[src/rtl/ced_pkg.sv]
// Shared types, character codes and lookup functions for the escape decoder.
// No dependencies; used by every module of the block.
`default_nettype none

package ced_pkg;

  // Escape run lengths
  localparam logic [1:0] MAX_OCT_DIGITS = 2'd3;
  localparam logic [1:0] MAX_HEX_DIGITS = 2'd2;

  // Depth of the front-to-back request queue
  localparam int QUEUE_DEPTH = 4;

  // Character codes
  localparam logic [7:0] CH_BSLASH = 8'h5C;
  localparam logic [7:0] CH_X      = 8'h78;
  localparam logic [7:0] CH_0      = 8'h30;
  localparam logic [7:0] CH_7      = 8'h37;
  localparam logic [7:0] CH_9      = 8'h39;
  localparam logic [7:0] CH_UA     = 8'h41;
  localparam logic [7:0] CH_UF     = 8'h46;
  localparam logic [7:0] CH_LA     = 8'h61;
  localparam logic [7:0] CH_LF     = 8'h66;

  typedef enum logic [1:0] {
    ST_OK        = 2'd0,
    ST_UNKNOWN   = 2'd1,
    ST_EMPTY_HEX = 2'd2,
    ST_TRAILING  = 2'd3
  } status_t;

  // One request: up to two results caused by one character.
  // The optional first result is always a flushed numeric escape.
  typedef struct packed {
    logic       has_first;
    logic [7:0] first_byte;
    logic [7:0] main_byte;
    logic       main_valid;
    status_t    main_status;
    logic       fin;
  } op_t;

  // {hit, nibble}
  function automatic logic [4:0] hex_nibble(input logic [7:0] c);
    logic [4:0] r;
    r = 5'd0;
    case (c) inside
      [CH_0:CH_9]:   r = {1'b1, 4'(c - CH_0)};
      [CH_UA:CH_UF]: r = {1'b1, 4'(c - CH_UA + 8'd10)};
      [CH_LA:CH_LF]: r = {1'b1, 4'(c - CH_LA + 8'd10)};
      default:       r = 5'd0;
    endcase
    return r;
  endfunction

  // Single-letter escapes: {hit, byte}
  function automatic logic [8:0] esc_byte(input logic [7:0] c);
    logic [8:0] r;
    r = 9'd0;
    case (c)
      8'h27:   r = {1'b1, 8'h27}; // '
      8'h22:   r = {1'b1, 8'h22}; // "
      8'h3F:   r = {1'b1, 8'h3F}; // ?
      8'h5C:   r = {1'b1, 8'h5C}; // backslash
      8'h61:   r = {1'b1, 8'h07}; // a
      8'h62:   r = {1'b1, 8'h08}; // b
      8'h66:   r = {1'b1, 8'h0C}; // f
      8'h6E:   r = {1'b1, 8'h0A}; // n
      8'h72:   r = {1'b1, 8'h0D}; // r
      8'h74:   r = {1'b1, 8'h09}; // t
      8'h76:   r = {1'b1, 8'h0B}; // v
      default: r = 9'd0;
    endcase
    return r;
  endfunction

endpackage

`default_nettype wire

[src/rtl/ced_front.sv]
// Front end: accepts characters, runs the escape parser, builds requests.
// Depends on ced_pkg.
`default_nettype none

module ced_front (
  input  wire logic         clk,
  input  wire logic         rst_n,
  input  wire logic         in_tvalid,
  output logic              in_tready,
  input  wire logic [7:0]   in_tdata,
  input  wire logic         in_tlast,
  input  wire logic         q_ready,
  output logic              push,
  output ced_pkg::op_t      op
);

  typedef enum logic [4:0] {
    M_NORMAL    = 5'b00001,
    M_BSLASH    = 5'b00010,
    M_OCTAL     = 5'b00100,
    M_HEX_START = 5'b01000,
    M_HEX       = 5'b10000
  } mode_t;

  mode_t      mode_r, mode_nxt;
  logic [1:0] cnt_r, cnt_nxt;
  logic [7:0] acc_r, acc_nxt;
  logic       disc_r, disc_nxt;

  logic [7:0] c;
  logic       fin;
  logic       accept;
  logic       emit;
  logic       err;
  logic       is_oct;
  logic [4:0] hx;
  logic [8:0] esc;
  logic [1:0] cnt_inc;

  // plain character handling
  logic       p_emit;
  logic       p_err;
  mode_t      p_mode;
  logic [7:0] p_byte;
  logic       p_valid;
  ced_pkg::status_t p_status;

  assign c         = in_tdata;
  assign fin       = in_tlast;
  assign in_tready = q_ready;
  assign accept    = in_tvalid && q_ready;
  assign push      = accept && emit;
  assign is_oct    = (c >= ced_pkg::CH_0) && (c <= ced_pkg::CH_7);
  assign hx        = ced_pkg::hex_nibble(c);
  assign esc       = ced_pkg::esc_byte(c);
  assign cnt_inc   = cnt_r + 2'd1;

  always_comb begin
    p_emit   = 1'b0;
    p_err    = 1'b0;
    p_mode   = M_NORMAL;
    p_byte   = 8'd0;
    p_valid  = 1'b0;
    p_status = ced_pkg::ST_OK;
    if (c == ced_pkg::CH_BSLASH) begin
      if (fin) begin
        p_emit   = 1'b1;
        p_err    = 1'b1;
        p_status = ced_pkg::ST_TRAILING;
      end else begin
        p_mode = M_BSLASH;
      end
    end else begin
      p_emit  = 1'b1;
      p_byte  = c;
      p_valid = 1'b1;
    end
  end

  always_comb begin
    mode_nxt = mode_r;
    cnt_nxt  = cnt_r;
    acc_nxt  = acc_r;
    disc_nxt = disc_r;
    emit     = 1'b0;
    err      = 1'b0;
    op       = '0;
    op.fin   = fin;
    if (disc_r) begin
      emit = fin;
    end else begin
      case (mode_r)
        M_BSLASH: begin
          mode_nxt = M_NORMAL;
          if (is_oct) begin
            acc_nxt = {5'd0, c[2:0]};
            cnt_nxt = 2'd1;
            if (fin || (2'd1 >= ced_pkg::MAX_OCT_DIGITS)) begin
              emit          = 1'b1;
              op.main_byte  = {5'd0, c[2:0]};
              op.main_valid = 1'b1;
            end else begin
              mode_nxt = M_OCTAL;
            end
          end else if (c == ced_pkg::CH_X) begin
            acc_nxt = 8'd0;
            cnt_nxt = 2'd0;
            if (fin) begin
              emit           = 1'b1;
              err            = 1'b1;
              op.main_status = ced_pkg::ST_EMPTY_HEX;
            end else begin
              mode_nxt = M_HEX_START;
            end
          end else if (esc[8]) begin
            emit          = 1'b1;
            op.main_byte  = esc[7:0];
            op.main_valid = 1'b1;
          end else begin
            emit           = 1'b1;
            err            = 1'b1;
            op.main_status = ced_pkg::ST_UNKNOWN;
          end
        end
        M_OCTAL: begin
          if (is_oct) begin
            acc_nxt = {acc_r[4:0], c[2:0]};
            cnt_nxt = cnt_inc;
            if (fin || (cnt_inc >= ced_pkg::MAX_OCT_DIGITS)) begin
              mode_nxt      = M_NORMAL;
              emit          = 1'b1;
              op.main_byte  = {acc_r[4:0], c[2:0]};
              op.main_valid = 1'b1;
            end
          end else begin
            // flush pending byte, then decode the terminator itself
            emit     = 1'b1;
            mode_nxt = p_mode;
            err      = p_err;
            if (p_emit) begin
              op.has_first   = 1'b1;
              op.first_byte  = acc_r;
              op.main_byte   = p_byte;
              op.main_valid  = p_valid;
              op.main_status = p_status;
            end else begin
              op.main_byte  = acc_r;
              op.main_valid = 1'b1;
            end
          end
        end
        M_HEX_START: begin
          if (!hx[4]) begin
            mode_nxt       = M_NORMAL;
            emit           = 1'b1;
            err            = 1'b1;
            op.main_status = ced_pkg::ST_EMPTY_HEX;
          end else begin
            acc_nxt  = {4'd0, hx[3:0]};
            cnt_nxt  = 2'd1;
            mode_nxt = M_HEX;
            if (fin || (2'd1 >= ced_pkg::MAX_HEX_DIGITS)) begin
              mode_nxt      = M_NORMAL;
              emit          = 1'b1;
              op.main_byte  = {4'd0, hx[3:0]};
              op.main_valid = 1'b1;
            end
          end
        end
        M_HEX: begin
          if (hx[4]) begin
            acc_nxt = {acc_r[3:0], hx[3:0]};
            cnt_nxt = cnt_inc;
            if (fin || (cnt_inc >= ced_pkg::MAX_HEX_DIGITS)) begin
              mode_nxt      = M_NORMAL;
              emit          = 1'b1;
              op.main_byte  = {acc_r[3:0], hx[3:0]};
              op.main_valid = 1'b1;
            end
          end else begin
            emit     = 1'b1;
            mode_nxt = p_mode;
            err      = p_err;
            if (p_emit) begin
              op.has_first   = 1'b1;
              op.first_byte  = acc_r;
              op.main_byte   = p_byte;
              op.main_valid  = p_valid;
              op.main_status = p_status;
            end else begin
              op.main_byte  = acc_r;
              op.main_valid = 1'b1;
            end
          end
        end
        default: begin
          emit           = p_emit;
          err            = p_err;
          mode_nxt       = p_mode;
          op.main_byte   = p_byte;
          op.main_valid  = p_valid;
          op.main_status = p_status;
        end
      endcase
      if (err) begin
        mode_nxt = M_NORMAL;
        disc_nxt = 1'b1;
      end
    end
    // end of string: back to reset state
    if (fin) begin
      mode_nxt = M_NORMAL;
      cnt_nxt  = 2'd0;
      acc_nxt  = 8'd0;
      disc_nxt = 1'b0;
    end
  end

  always_ff @(posedge clk) begin
    if (!rst_n) begin
      mode_r <= M_NORMAL;
      cnt_r  <= 2'd0;
      acc_r  <= 8'd0;
      disc_r <= 1'b0;
    end else if (accept) begin
      mode_r <= mode_nxt;
      cnt_r  <= cnt_nxt;
      acc_r  <= acc_nxt;
      disc_r <= disc_nxt;
    end
  end

endmodule

`default_nettype wire

[src/rtl/ced_queue.sv]
// Small FIFO of parser requests between front and back end.
// Depends on ced_pkg for the request type.
`default_nettype none

module ced_queue #(
  parameter int DEPTH = ced_pkg::QUEUE_DEPTH
) (
  input  wire logic          clk,
  input  wire logic          rst_n,
  input  wire logic          push,
  input  wire ced_pkg::op_t  push_data,
  output logic               push_ready,
  input  wire logic          pop,
  output logic               head_valid,
  output ced_pkg::op_t       head
);

  localparam int PW = (DEPTH > 1) ? $clog2(DEPTH) : 1;
  localparam int CW = $clog2(DEPTH + 1);
  localparam logic [PW-1:0] LAST_IDX = PW'(DEPTH - 1);
  localparam logic [CW-1:0] FULL_CNT = CW'(DEPTH);

  ced_pkg::op_t  mem_r [DEPTH];
  logic [PW-1:0] wr_r, wr_nxt;
  logic [PW-1:0] rd_r, rd_nxt;
  logic [CW-1:0] cnt_r, cnt_nxt;
  logic          do_push;
  logic          do_pop;

  assign push_ready = (cnt_r != FULL_CNT);
  assign head_valid = (cnt_r != '0);
  assign head       = mem_r[rd_r];
  assign do_push    = push && push_ready;
  assign do_pop     = pop && head_valid;

  always_comb begin
    wr_nxt  = wr_r;
    rd_nxt  = rd_r;
    cnt_nxt = cnt_r;
    if (do_push) begin
      wr_nxt = (wr_r == LAST_IDX) ? '0 : wr_r + PW'(1);
    end
    if (do_pop) begin
      rd_nxt = (rd_r == LAST_IDX) ? '0 : rd_r + PW'(1);
    end
    if (do_push && !do_pop) begin
      cnt_nxt = cnt_r + CW'(1);
    end else if (do_pop && !do_push) begin
      cnt_nxt = cnt_r - CW'(1);
    end
  end

  always_ff @(posedge clk) begin
    if (!rst_n) begin
      wr_r  <= '0;
      rd_r  <= '0;
      cnt_r <= '0;
    end else begin
      wr_r  <= wr_nxt;
      rd_r  <= rd_nxt;
      cnt_r <= cnt_nxt;
    end
  end

  always_ff @(posedge clk) begin
    if (do_push) begin
      mem_r[wr_r] <= push_data;
    end
  end

endmodule

`default_nettype wire

[src/rtl/ced_back.sv]
// Back end: expands each request into one or two results in an output register.
// Depends on ced_pkg for the request and status types.
`default_nettype none

module ced_back (
  input  wire logic          clk,
  input  wire logic          rst_n,
  input  wire logic          head_valid,
  input  wire ced_pkg::op_t  head,
  output logic               pop,
  output logic               out_tvalid,
  input  wire logic          out_tready,
  output logic [15:0]        out_tdata,
  output logic [2:0]         out_tuser,
  output logic               out_tlast
);

  logic             vld_r, vld_nxt;
  logic             phase_r, phase_nxt;
  logic             load;
  logic             take_first;
  logic [7:0]       byte_r;
  logic             bvalid_r;
  ced_pkg::status_t status_r;
  logic             run_last_r;
  logic             done_r;

  assign load       = head_valid && (!vld_r || out_tready);
  assign take_first = head.has_first && !phase_r;
  assign pop        = load && !take_first;

  always_comb begin
    vld_nxt   = vld_r;
    phase_nxt = phase_r;
    if (load) begin
      vld_nxt   = 1'b1;
      phase_nxt = take_first;
    end else if (out_tready) begin
      vld_nxt = 1'b0;
    end
  end

  always_ff @(posedge clk) begin
    if (!rst_n) begin
      vld_r   <= 1'b0;
      phase_r <= 1'b0;
    end else begin
      vld_r   <= vld_nxt;
      phase_r <= phase_nxt;
    end
  end

  always_ff @(posedge clk) begin
    if (load) begin
      if (take_first) begin
        byte_r     <= head.first_byte;
        bvalid_r   <= 1'b1;
        status_r   <= ced_pkg::ST_OK;
        run_last_r <= 1'b0;
        done_r     <= 1'b0;
      end else begin
        byte_r     <= head.main_byte;
        bvalid_r   <= head.main_valid;
        status_r   <= head.main_status;
        run_last_r <= 1'b1;
        done_r     <= head.fin;
      end
    end
  end

  assign out_tvalid = vld_r;
  assign out_tdata  = {7'd0, run_last_r, byte_r};
  assign out_tuser  = {status_r, bvalid_r};
  assign out_tlast  = done_r;

endmodule

`default_nettype wire

[src/rtl/c_escape_sequence_decoder.sv]
// Top level of the C string escape decoder: parser front end, request queue,
// result back end. Depends on ced_pkg, ced_front, ced_queue and ced_back.
//
//  channel | dir | tdata                          | tuser                        | tlast
//  --------+-----+--------------------------------+------------------------------+------------
//  in_     | in  | [7:0] char_in                  | -                            | is_final
//  out_    | out | [7:0] out_byte, [8] run_last   | [0] byte_valid, [2:1] status | string_done
//
// One character is accepted per cycle while the request queue has room.
// A character that flushes a pending octal/hex byte and decodes itself yields
// two results; the back end expands it while the front keeps parsing.
// Each request is written into the queue, then loaded into the output register.
// rst_n is synchronous: it clears the parser state, the queue and the output
// valid flag. A stalled output fills the queue; in_tready drops when it is full.
`default_nettype none

module c_escape_sequence_decoder #(
  parameter int QUEUE_DEPTH = ced_pkg::QUEUE_DEPTH
) (
  input  wire logic        clk,
  input  wire logic        rst_n,
  // request in
  input  wire logic        in_tvalid,
  output logic             in_tready,
  input  wire logic [7:0]  in_tdata,   // [7:0] char_in
  input  wire logic        in_tlast,   // is_final
  // results out
  output logic             out_tvalid,
  input  wire logic        out_tready,
  output logic [15:0]      out_tdata,  // [7:0] out_byte, [8] run_last, rest zero
  output logic [2:0]       out_tuser,  // [0] byte_valid, [2:1] status
  output logic             out_tlast   // string_done
);

  ced_pkg::op_t op;
  ced_pkg::op_t head;
  logic         push;
  logic         q_ready;
  logic         pop;
  logic         head_valid;

  // Front: parse state advances on every accepted character; only
  // characters that produce results push a request.
  ced_front u_front (
    .clk       (clk),
    .rst_n     (rst_n),
    .in_tvalid (in_tvalid),
    .in_tready (in_tready),
    .in_tdata  (in_tdata),
    .in_tlast  (in_tlast),
    .q_ready   (q_ready),
    .push      (push),
    .op        (op)
  );

  // Decouples the parser from output back-pressure.
  ced_queue #(
    .DEPTH (QUEUE_DEPTH)
  ) u_queue (
    .clk        (clk),
    .rst_n      (rst_n),
    .push       (push),
    .push_data  (op),
    .push_ready (q_ready),
    .pop        (pop),
    .head_valid (head_valid),
    .head       (head)
  );

  // Back: one result per cycle from the queue head into the output register, unless out_tready stalls it.
  ced_back u_back (
    .clk        (clk),
    .rst_n      (rst_n),
    .head_valid (head_valid),
    .head       (head),
    .pop        (pop),
    .out_tvalid (out_tvalid),
    .out_tready (out_tready),
    .out_tdata  (out_tdata),
    .out_tuser  (out_tuser),
    .out_tlast  (out_tlast)
  );

endmodule

`default_nettype wire

[config.mk]
export PLATFORM = sky130hd
export DESIGN_NAME = c_escape_sequence_decoder
export DESIGN_NICKNAME = d
export VERILOG_FILES = /design/src/rtl/ced_pkg.sv /design/src/rtl/ced_front.sv /design/src/rtl/ced_queue.sv /design/src/rtl/ced_back.sv /design/src/rtl/c_escape_sequence_decoder.sv
export SDC_FILE = /design/constraint.sdc
export NUM_CORES = 1
export LEC_CHECK = 0
export BUFFER_PORTS_ARGS = -buffer_cell sky130_fd_sc_hd__buf_2
export CELL_PAD_IN_SITES_DETAIL_PLACEMENT = 1
export CELL_PAD_IN_SITES_GLOBAL_PLACEMENT = 1
export CORE_ASPECT_RATIO = 0.6
export CORE_UTILIZATION = 37
export CTS_CLUSTER_DIAMETER = 80
export CTS_CLUSTER_SIZE = 14
export DETAILED_ROUTE_END_ITERATION = 7
export PLACE_DENSITY_LB_ADDON = 0.25
export SLEW_MARGIN = 20
export SYNTH_ARGS = -nofsm -noshare
export SYNTH_HDL_FRONTEND = slang
export SYNTH_SLANG_ARGS = --single-unit
[constraint.sdc]
create_clock -name clk -period 3.7 [get_ports clk]
set_input_delay 0.37 -clock clk [delete_from_list [all_inputs] [get_ports clk]]
set_output_delay 0.37 -clock clk [all_outputs]
set_load 0.02 [all_outputs]
==> out/metrics.csv, run 1 <==
stage;metric;value;unit
global_routing;initial antenna violation count;0;
hold_path;Worst Hold Class;input port to flop;
cts;CTS tree;done;
timing;Max Freq;302;MHz
global_routing;remaining global-route overflow;0;
cts;TritonCTS Sinks;124;
critical_path;Worst R2R Path Depth;11;
timing;period utilization;0.896;
cts;worst-skew pair later-pin latency;0.41;ns
yosys;Gate Count Post-Synth;515;
pwr;power per cell area;645;nW/µm²
timing;min Tclk post-route;3.31;ns
critical_path;r2r endpoint;u_queue.cnt_r[2];
final_layout;ant diodes;0;
routing;WL final;17.3;mm
cts;Num CTS Buffers;17;
critical_path;critical path class;flop to flop;
cts;Root Buffer;clkbuf_16;
timing;Setup TNS;0;ns
yosys;dominant cell type by area after synthesis;edfxtp_1;
pwr;Net Sw Frac;0.279;
cts;postcts setup bufs;0;
critical_path;CP arrival;3.65;ns
floorplan;Top Ports;35;
routing;vias per cell;5.72;
critical_path;beginning of the worst register-to-register path;u_front.mode_r[2];
routing;drt first pass iters;5;
global_routing;vias in the first global route;4601;
flow_run;Max-Cap Viols;0;
yosys;post-synthesis sequential area ratio;0.538;
floorplan;Die Ht;104;µm
yosys;#FFs+latches synth;124;
final_layout;final net count;570;
critical_path;CP Launch Type;flop;
global_routing;largest net degree at the start of global routing;22;
floorplan;starting density of the core;0.387;
timing;Clock Skew;0.00756;ns
cts;Max H-tree Level;4;
routing;Iter 0 DRT Violations;409;
yosys;Netlist Area Pre-Place;6420;µm²
hold_path;Worst Hold Depth;4;
yosys;Yosys cell types;85;
critical_path;Req. time, crit path;4.04;ns
pwr;Combinational Power Share;0.230;
cts;CTS Buffer Depth;2;
yosys;EDFF count, synth;97;
floorplan;DIE AREA;17900;µm²
final_layout;Fill cells;1753;
routing;ANT nets after route;0;
yosys;Synth area leaders;edfxtp_1 45%, dfxtp_1 8.4%, mux4_2 7.4%;
yosys;Ys Warns;0;
timing;Max-slew headroom;0.381;
pwr;VDD IR max;0.328;mV
hold_path;min-delay src;out_tready;
yosys;Avg Inst Size Synth;12.5;µm²
critical_path;crit-path max FO;10;
routing;DR DRC count;0;
timing;Worst Tran Pin Value;0.927;ns
timing;RSZ-0062 raised after global routing;false;
final_layout;share of post-route cells with drive strength above 1;0.228;
yosys;Post-synth top flop;edfxtp_1;
hold_path;Hold Crit Endpoint;u_back.out_tvalid;
pwr;net switching power;1.34;mW
final_layout;P&R area growth vs syn;15.9;%
timing;Final setup viols;0;
cts;CTS resizes;0;
timing;Max Slew Vio Count;0;
status;status;finished, final reports clean;
pwr;LEAKAGE;2.53;nW
cts;clock slew at reported path FFs;0.06;ns
global_routing;All-Layer GR Usage;0.206;
yosys;Synth top area share;0.454;
floorplan;row count;36;
timing;Final Hold Viols;0;
floorplan;die width;172;µm
pwr;Pwr Total;4.80;mW
critical_path;flop2flop setup slack;0.39;ns
routing;WL per Instance;22.0;µm
placement;Routability Congestion;0.900;
critical_path;Setup crit end kind;flop;
routing;total number of vias;4497;
yosys;ys async rst share;0;
floorplan;core area;16600;µm²
pwr;Reg power frac;0.381;
global_routing;first-pass GRT wire length;27.2;mm
pwr;Int Power;3.46;mW
pwr;Clk pwr share;0.389;
placement;post-detail-place hpwl;12.3;mm
cts;Hold-fix buffers, CTS;0;
placement;I/O Buffers;27;
-- sequential cells by signal, indices dropped and copies added (netlist names), 2 cells and up, named ones only --
signal           flops
u_queue.mem_r       84
u_back.byte_r        8
u_front.acc_r        8
u_front.mode_r       5
u_queue.cnt_r        3
u_back.status_r      2
u_front.cnt_r        2
u_queue.rd_r         2
u_queue.wr_r         2
-- worst max-delay path, stage by stage (launching register included) --
cell and delay (ns):
dfxtp_1 0.41, or3_4 0.44, a2111oi_4 0.44, a2111oi_4 0.15
o211a_1 0.21, a21oi_4 0.29, ha_1 0.24, inv_1 0.06
fa_1 0.37, xor2_1 0.17, or3_1 0.30, a21boi_0 0.16
-- worst max path at each step --
stage | startpoint | end | slack [ns] | cells past startpoint
after floorplan | in_tdata[1] | u_queue.cnt_r[2] | 0.48 | 14
after global placement | in_tdata[0] | u_queue.cnt_r[2] | 0.30 | 14
after detailed placement | in_tdata[0] | u_queue.cnt_r[2] | 0.22 | 14
after CTS | u_front.mode_r[2] | u_queue.cnt_r[2] | 0.40 | 11
after global routing | u_front.mode_r[0] | u_queue.cnt_r[2] | 0.16 | 10
final | u_front.mode_r[2] | u_queue.cnt_r[2] | 0.39 | 11
-- metal layers --
layer / vias to the layer above / global-route usage / wire length, µm
li1: 2045 / - / -
met1: 2296 / 0.306 / 8580
met2: 146 / 0.289 / 7310
met3: 10 / 0.0601 / 1300
met4: 0 / 0.0563 / 117
met5: - / 0 / 0
-- stage by stage --
stage | hold slack [ns] | instance area, µm² | util | worst slack (ns) | instances
3_5_place_dp | 0.473 | 6790 | 0.409 | 0.219 | 754
5_1_grt | 0.284 | 7450 | 0.449 | 0.162 | 786
2_1_floorplan | 0.453 | 6440 | - | 0.484 | 521
4_1_cts | 0.256 | 7450 | 0.449 | 0.395 | 786
6_report | 0.266 | 7450 | 0.449 | 0.386 | 786
3_3_place_gp | 0.472 | 6790 | 0.409 | 0.297 | 754
-- power by group through the flow --
stage | registers, mW | logic [mW] | clock network (mW)
4_1_cts | 1.83 | 1.13 | 1.91
2_1_floorplan | 1.94 | 0.745 | 0
6_report | 1.83 | 1.11 | 1.87
3_5_place_dp | 1.86 | 1.12 | 0
3_3_place_gp | 1.85 | 1.10 | 0
5_1_grt | 1.85 | 1.21 | 1.96
-- cell usage after synthesis (3+ instances only) --
master,n
a211oi_1,3
a21boi_0,4
a21o_1,4
a21oi_1,23
a22o_1,13
a22oi_1,3
a31oi_1,3
a32oi_1,6
and2_1,17
and3_1,6
buf_2,9
buf_4,13
clkbuf_1,16
dfxtp_1,27
edfxtp_1,97
ha_1,11
inv_1,13
mux2_2,8
mux2i_1,7
mux4_2,21
nand2_1,31
nand2b_1,6
nand3_1,14
nand4_1,3
nor2_1,32
nor2b_1,7
nor3_1,12
o211ai_1,4
o21a_1,3
o21ai_0,17
o21bai_1,3
o2bb2ai_1,3
o31ai_1,4
or2_2,3
or3_1,3
xor2_1,4
-- placed cells by master (no fill, tap or decap), drive strengths merged, types with 5 or more instances in the layout --
master / instances
mux4: 21
dfxtp: 27
a21oi: 24
edfxtp: 97
mux2i: 7
nand2: 31
and2: 18
ha: 11
bufinv: 5
buf: 47
inv: 20
nand3: 14
nand2b: 7
mux2: 8
a22o: 13
and3: 6
a32oi: 6
nor2: 32
clkbuf: 18
o21ai: 18
nor3: 12
conb: 7
nor2b: 7
-- cells by family after synthesis --
group | count (synthesis) | synth area share
multiplexers | 36 | 0.0986
flip-flops | 124 | 0.538
adder cells (fa/ha/maj) | 12 | 0.0245
XOR/XNOR | 5 | 0.00682
AND/OR/NAND/NOR | 158 | 0.137
AO/OA/AOI/OAI | 123 | 0.150
other | 1 | 0.000584
buffers and inverters | 56 | 0.0444
-- area by class of cell --
| class | count | area (µm²) | share of cell area |
|---|---|---|---|
| inverters | 14 | 52.6 | 0.00706 |
| flip-flops and latches | 124 | 3450 | 0.464 |
| repair buffers | 47 | 285 | 0.0383 |
| clock buffers | 18 | 429 | 0.0576 |
| multi-input cells | 341 | 2710 | 0.364 |
| well taps | 228 | 285 | 0.0383 |
| clock inverters | 14 | 230 | 0.0309 |
No activity file was read; power rests on OpenSTA's default activity.
==> inputs of run 2 (changes only) <==
--- a/config.mk
+++ b/config.mk
@@ -5,16 +5,17 @@
 export SDC_FILE = /design/constraint.sdc
 export NUM_CORES = 1
 export LEC_CHECK = 0
+export ABC_AREA = 1
 export BUFFER_PORTS_ARGS = -buffer_cell sky130_fd_sc_hd__buf_2
 export CELL_PAD_IN_SITES_DETAIL_PLACEMENT = 1
 export CELL_PAD_IN_SITES_GLOBAL_PLACEMENT = 1
 export CORE_ASPECT_RATIO = 0.6
 export CORE_UTILIZATION = 37
 export CTS_CLUSTER_DIAMETER = 80
-export CTS_CLUSTER_SIZE = 14
+export CTS_CLUSTER_SIZE = 25
 export DETAILED_ROUTE_END_ITERATION = 7
 export PLACE_DENSITY_LB_ADDON = 0.25
-export SLEW_MARGIN = 20
+export SLEW_MARGIN = 5
 export SYNTH_ARGS = -nofsm -noshare
 export SYNTH_HDL_FRONTEND = slang
 export SYNTH_SLANG_ARGS = --single-unit
==> run 2 against run 1 <==
Compared with the run above: clock skew rose by 0.0038 ns; critical path type unchanged; cell count rose by 33%; worst setup slack improved by 0.20 ns; critical endpoint is now u_queue.cnt_r[1]; critical path depth rose by 8; first-iteration DRC count rose by 30%; power rose by 10%; hold slack improved by 0.038 ns.
==> out/metrics.csv, run 2 <==
stage;metric;value;unit
cts;CTS tree;done;
critical_path;CP cell instances;inv_1 -> ha_1 -> nor2_1 -> inv_1 -> nor2_1 -> nor2_1 -> nor2_1 -> nand2_1 -> nor2_1 -> nand2_1 -> nand2_1 -> nand2_2 -> nand2_4 -> inv_1 -> ha_1 -> inv_1 -> fa_1 -> o21ai_0 -> a21oi_1;
yosys;ys async rst share;0;
floorplan;Die Ht;105;µm
yosys;dominant cell type by area after synthesis;edfxtp_1;
final_layout;share of post-route cells with drive strength above 1;0.141;
final_layout;top flop regs;u_queue.mem_r x84, u_back.byte_r x8, u_front.acc_r x8;
final_layout;commonest non-fill, non-tap cell in the layout;nor2_1;
timing;Max-slew headroom;0.593;
yosys;EDFF count, synth;97;
yosys;Gate Count Post-Synth;762;
cts;CTS resizes;0;
timing;PnR worst setup slack;0.583;ns
flow_run;Max-Cap Viols;0;
timing;Worst Tran Pin Value;0.610;ns
cts;CTS Buffer Depth;2;
critical_path;crit path buf inv count;4;
floorplan;row count;37;
critical_path;Slowest-stage cell, CP;fa_1;
pwr;LEAKAGE;3.03;nW
global_routing;GR Layer Usage met2;0.346;
global_routing;met3 Track Usage GR;0.0713;
yosys;Avg Inst Size Synth;8.57;µm²
floorplan;starting density of the core;0.379;
global_routing;Most Used Layer, Global Route;met1;
global_routing;remaining global-route overflow;0;
final_layout;flip-flop count of the largest register after layout;84;
timing;Hold WS;0.304;ns
placement;Inst Count DP;1017;
placement;I/O Buffers;27;
pwr;Int Power;3.30;mW
final_layout;Final Non-Filler Cells;1049;
floorplan;die width;174;µm
yosys;Synth top cells by count;145 x nor2_1, 101 x nand2_1, 97 x edfxtp_1;
placement;post-detail-place hpwl;15.2;mm
final_layout;Biggest register;u_queue.mem_r;
status;status;finished, final reports clean;
placement;Routability Congestion;0.960;
cts;Hold-fix buffers, CTS;0;
yosys;Synth area leaders;edfxtp_1 45%, nor2_1 8.3%, dfxtp_1 8.3%;
yosys;most common cell in the netlist;nor2_1;
yosys;Ys Warns;0;
timing;Max Slew Vio Count;0;
final_layout;final net count;827;
routing;Iter 0 DRT Violations;531;
final_layout;commonest non-fill, non-tap cells in the layout;141 x nor2_1, 101 x nand2_1, 97 x edfxtp_1;
routing;drt first pass iters;5;
critical_path;CP most frequent cell;nor2_1;
global_routing;initial antenna violation count;0;
floorplan;core area;17200;µm²
routing;ANT nets after route;0;
critical_path;beginning of the worst register-to-register path;u_front.cnt_r[0];
pwr;power per cell area;700;nW/µm²
cts;postcts setup bufs;0;
yosys;Post-synth top flop;edfxtp_1;
global_routing;vias in the first global route;5834;
pwr;net switching power;1.98;mW
cts;Num CTS Buffers;17;
global_routing;All-Layer GR Usage;0.241;
critical_path;CP Launch Type;flop;
yosys;post-synthesis sequential area ratio;0.529;
timing;Clock Skew;0.0114;ns
timing;Final setup viols;0;
placement;post-place setup slack;0.430;ns
pwr;VDD IR max;0.425;mV
pwr;Reg power frac;0.371;
timing;RSZ-0062 raised after global routing;false;
critical_path;crit-path max FO;9;
pwr;Clk pwr share;0.302;
global_routing;largest net degree at the start of global routing;33;
critical_path;Worst path depth;19;
final_layout;P&R area growth vs syn;15.4;%
critical_path;origin of the worst setup path;u_front.cnt_r[0];
global_routing;first-pass GRT wire length;32.8;mm
routing;WL final;20.7;mm
yosys;Synth top area share;0.446;
critical_path;Req. time, crit path;4.01;ns
pwr;Combinational Power Share;0.327;
critical_path;largest stage delay on the critical path;0.43;ns
timing;period utilization;0.843;
timing;min Tclk post-route;3.12;ns
yosys;Yosys cell types;41;
timing;Setup TNS;0;ns
cts;Root Buffer;clkbuf_16;
yosys;Netlist Area Pre-Place;6530;µm²
global_routing;M1 GR Usage;0.347;
critical_path;Setup crit end kind;flop;
hold_path;min-delay src;rst_n;
critical_path;Worst R2R Path Depth;19;
hold_path;Worst Hold Depth;2;
cts;TritonCTS Sinks;124;
yosys;#FFs+latches synth;124;
cts;worst-skew pair later-pin latency;0.42;ns
routing;DR DRC count;0;
pwr;Net Sw Frac;0.375;
routing;WL per Instance;19.8;µm
cts;Max H-tree Level;4;
floorplan;Top Ports;35;
final_layout;Core Util, Final;0.438;
cts;clock slew at reported path FFs;0.06;ns
final_layout;Fill cells;2070;
critical_path;Crit path max-delay family;simple AND/OR/NAND/NOR gates;
critical_path;critical path class;flop to flop;
routing;total number of vias;5661;
hold_path;Worst Hold Class;input port to flop;
timing;Final Hold Viols;0;
timing;Max Freq;321;MHz
final_layout;ant diodes;0;
floorplan;DIE AREA;18200;µm²
critical_path;CP arrival;3.43;ns
routing;vias per cell;5.40;
==> run 2: per-layer routing <==
layer	wire [µm]	vias up	share of wire
li1	-	2666	-
met1	10500	2801	0.51
met2	8520	174	0.41
met3	1440	20	0.070
met4	228	0	0.011
met5	0	-	0
==> run 2: logic make-up after synthesis <==
logic type,share of synthesized area
AOI/OAI and AO/OA,0.150
xor gates and xnor gates,0.00268
adders and majority gates,0.0241
buffers and inverters,0.0841
DFF,0.529
other,0.000574
and+or+nand+nor,0.210
==> run 2: power by group through the flow <==
stage          Sequential (mW)  Clock, mW  Combinational, mW
6_report                  1.96       1.59               1.73
5_1_grt                   1.98       1.68               1.95
4_1_cts                   1.96       1.63               1.74
3_5_place_dp              1.99          0               1.73
3_3_place_gp              1.97          0               1.66
2_1_floorplan             2.06          0               1.04
==> run 2: cell type report <==
class	count	area (µm²)	share of cell area
clock buffers	18	429	0.0569
clock inverters	14	135	0.0179
inverters	89	342	0.0453
multi-input cells	519	2570	0.341
flip-flops and latches	124	3450	0.458
well taps	234	293	0.0388
repair buffers	51	315	0.0418
==> run 2: final timing paths <==
kind / slack (ns) / endpoint
hold / removal: 0.30 / u_front.mode_r[0]
setup reg to reg: 0.58 / u_queue.cnt_r[1]
hold reg to reg: 0.48 / u_front.acc_r[7]
setup / recovery: 0.58 / u_queue.cnt_r[1]
==> run 2: worst register-to-register path, stage by stage, from the launching register on <==
cell	delay (ns)
dfxtp_1	0.33
inv_1	0.06
ha_1	0.19
nor2_1	0.27
inv_1	0.16
nor2_1	0.20
nor2_1	0.16
nor2_1	0.13
nand2_1	0.07
nor2_1	0.10
nand2_1	0.05
nand2_1	0.08
nand2_2	0.07
nand2_4	0.15
inv_1	0.06
ha_1	0.17
inv_1	0.10
fa_1	0.43
o21ai_0	0.18
a21oi_1	0.06
==> run 2: per-stage QoR <==
step	cell area [µm²]	total power, mW
after CTS	7540	5.33
after global placement	6970	3.63
after floorplan	6560	3.10
after detailed placement	6970	3.72
after global routing	7540	5.61
final	7540	5.28
==> inputs of run 3 (changes only) <==
==> constraint.sdc (replaced) <==
create_clock -name clk -period 2.8 [get_ports clk]
set_input_delay 0.28 -clock clk [delete_from_list [all_inputs] [get_ports clk]]
set_output_delay 0.28 -clock clk [all_outputs]
set_load 0.02 [all_outputs]
==> run 3 against run 2 <==
Compared with the run above: clock skew about the same; cell area increased by 4.9%; first-iteration DRC count down 21%; non-clock buffer count up 29; register-to-register slack lost 0.39 ns; hold slack worse by 0.072 ns; worst setup slack lost 0.39 ns; largest cell class unchanged.
==> out/metrics.csv, run 3 (synthesis gave the netlist of run 2 again) <==
stage;metric;value;unit
final_layout;FF/Latch Area;3460;µm²
floorplan;DIE AREA;18200;µm²
final_layout;share of post-route cells with drive strength above 1;0.184;
final_layout;Multi-input gate area;2600;µm²
routing;max layer used;met4;
floorplan;row count;37;
global_routing;remaining global-route overflow;0;
critical_path;flop2flop setup slack;0.20;ns
global_routing;initial antenna violation count;0;
pwr;VDD IR max;0.538;mV
critical_path;Req. time, crit path;3.10;ns
floorplan;die width;174;µm
timing;period utilization;0.930;
critical_path;Setup crit end kind;flop;
global_routing;vias in the first global route;5890;
cts;CTS Buffer Depth;2;
timing;Worst Tran Pin Value;0.534;ns
routing;metal3 WL;1.69;mm
routing;WL per Instance;19.6;µm
status;status;finished, final reports clean;
critical_path;Slowest-stage cell, CP;fa_2;
critical_path;critical path class;flop to flop;
cts;Num CTS Buffers;17;
critical_path;CP cell instances;inv_1 -> ha_1 -> nor2_4 -> inv_1 -> nor2_2 -> nor2_1 -> nor2_1 -> nand2_1 -> nor2_1 -> nand2_1 -> nand2_1 -> nand2_2 -> nand2_4 -> inv_1 -> ha_1 -> inv_1 -> fa_2 -> o21ai_0 -> a21oi_1;
cts;clock slew at reported path FFs;0.06;ns
routing;vias per cell;5.34;
routing;DR DRC count;0;
critical_path;CP Launch Type;flop;
floorplan;Top Ports;35;
routing;DR WL met2;8.75;mm
cts;Max H-tree Level;4;
routing;Iter 0 DRT Violations;418;
timing;Clock Skew;0.0116;ns
routing;Met1 Wirelength;10.5;mm
routing;WL final;21.1;mm
critical_path;largest stage delay on the critical path;0.42;ns
critical_path;CP most frequent cell;inv_1;
cts;worst-skew pair later-pin latency;0.42;ns
timing;Max-slew headroom;0.641;
pwr;power per cell area;917;nW/µm²
final_layout;flip-flop count of the largest register after layout;84;
timing;Max Slew Vio Count;0;
placement;post-detail-place hpwl;15.7;mm
final_layout;final net count;856;
final_layout;P&R area growth vs syn;21.0;%
critical_path;crit-path max FO;2;
timing;min Tclk post-route;2.60;ns
global_routing;largest net degree at the start of global routing;41;
flow_run;Max-Cap Viols;0;
routing;drt first pass iters;5;
critical_path;CP arrival;2.90;ns
pwr;LEAKAGE;3.22;nW
final_layout;Fill cells;2059;
cts;Hold-fix buffers, CTS;0;
timing;Max Freq;384;MHz
final_layout;commonest non-fill, non-tap cell in the layout;nor2_1;
pwr;Pwr Total;7.25;mW
final_layout;ant diodes;0;
final_layout;top flop regs;u_queue.mem_r x84, u_back.byte_r x8, u_front.acc_r x8;
cts;Root Buffer;clkbuf_16;
final_layout;Core Util, Final;0.459;
floorplan;Die Ht;105;µm
timing;Final setup viols;0;
cts;TritonCTS Sinks;124;
final_layout;commonest non-fill, non-tap cells in the layout;137 x nor2_1, 101 x nand2_1, 97 x edfxtp_1;
floorplan;core area;17200;µm²
global_routing;All-Layer GR Usage;0.245;
routing;ANT nets after route;0;
routing;total number of vias;5760;
final_layout;Biggest register;u_queue.mem_r;
global_routing;first-pass GRT wire length;33.6;mm
placement;I/O Buffers;27;
placement;Routability Congestion;0.969;
hold_path;Worst Hold Class;input port to flop;
floorplan;starting density of the core;0.379;
cts;CTS tree;done;
timing;Final Hold Viols;0;
==> run 3: worst paths after layout <==
kind / cells past startpoint / startpoint / endpoint
max: 19 / u_front.cnt_r[0] / u_queue.cnt_r[1]
min: 4 / out_tready / u_back.out_tvalid
max reg2reg: 19 / u_front.cnt_r[0] / u_queue.cnt_r[1]
min reg2reg: 2 / u_front.acc_r[7] / u_front.acc_r[7]
==> run 3: cell type report <==
class | instances | area share
clock buffers | 19 | 0.0560
repair buffers | 80 | 0.0737
inverters | 89 | 0.0432
multi-input cells | 519 | 0.329
clock inverters | 13 | 0.0239
well taps | 234 | 0.0370
flip-flops and latches | 124 | 0.437
==> run 3: power breakdown <==
part           switching [mW]  internal, mW  leakage (nW)
combinational            1.61         0.711          1.79
clock                   0.819          1.52         0.304
sequential              0.127          2.47          1.13
==> run 3: timing repair <==
action | 4_1_cts | 5_1_grt
resized for setup | 0 | 13
endpoints found under the setup margin | 0 | 2
buffers inserted | 0 | 1
==> run 3: layer usage <==
| metal | up-vias | track usage |
|---|---|---|
| li1 | 2730 | - |
| met5 | - | 0 |
| met1 | 2823 | 0.358 |
| met2 | 192 | 0.354 |
| met3 | 15 | 0.0731 |
| met4 | 0 | 0.0563 |
==> run 3: critical path: cells and delay by family, from the launching register on <==
kind | cells | cell delay [ns]
fa+ha+maj | 3 | 0.81
flops | 1 | 0.34
simple gates | 10 | 0.84
compound gates | 2 | 0.23
buf+inv | 4 | 0.26
==> run 3: per-stage QoR <==
| step | TNS (ns) | instance area (µm²) | hold WS [ns] | setup slack [ns] | instances |
|---|---|---|---|---|---|
| 2_1_floorplan | -5.02 | 6560 | 0.379 | -0.0598 | 768 |
| 4_1_cts | 0 | 7870 | 0.212 | 0.0129 | 1077 |
| 3_5_place_dp | -0.158 | 7230 | 0.480 | -0.111 | 1045 |
| 5_1_grt | -0.00925 | 7910 | 0.223 | -0.00925 | 1078 |
| 6_report | 0 | 7910 | 0.232 | 0.196 | 1078 |
| 3_3_place_gp | 0 | 7230 | 0.456 | 0.0596 | 1045 |
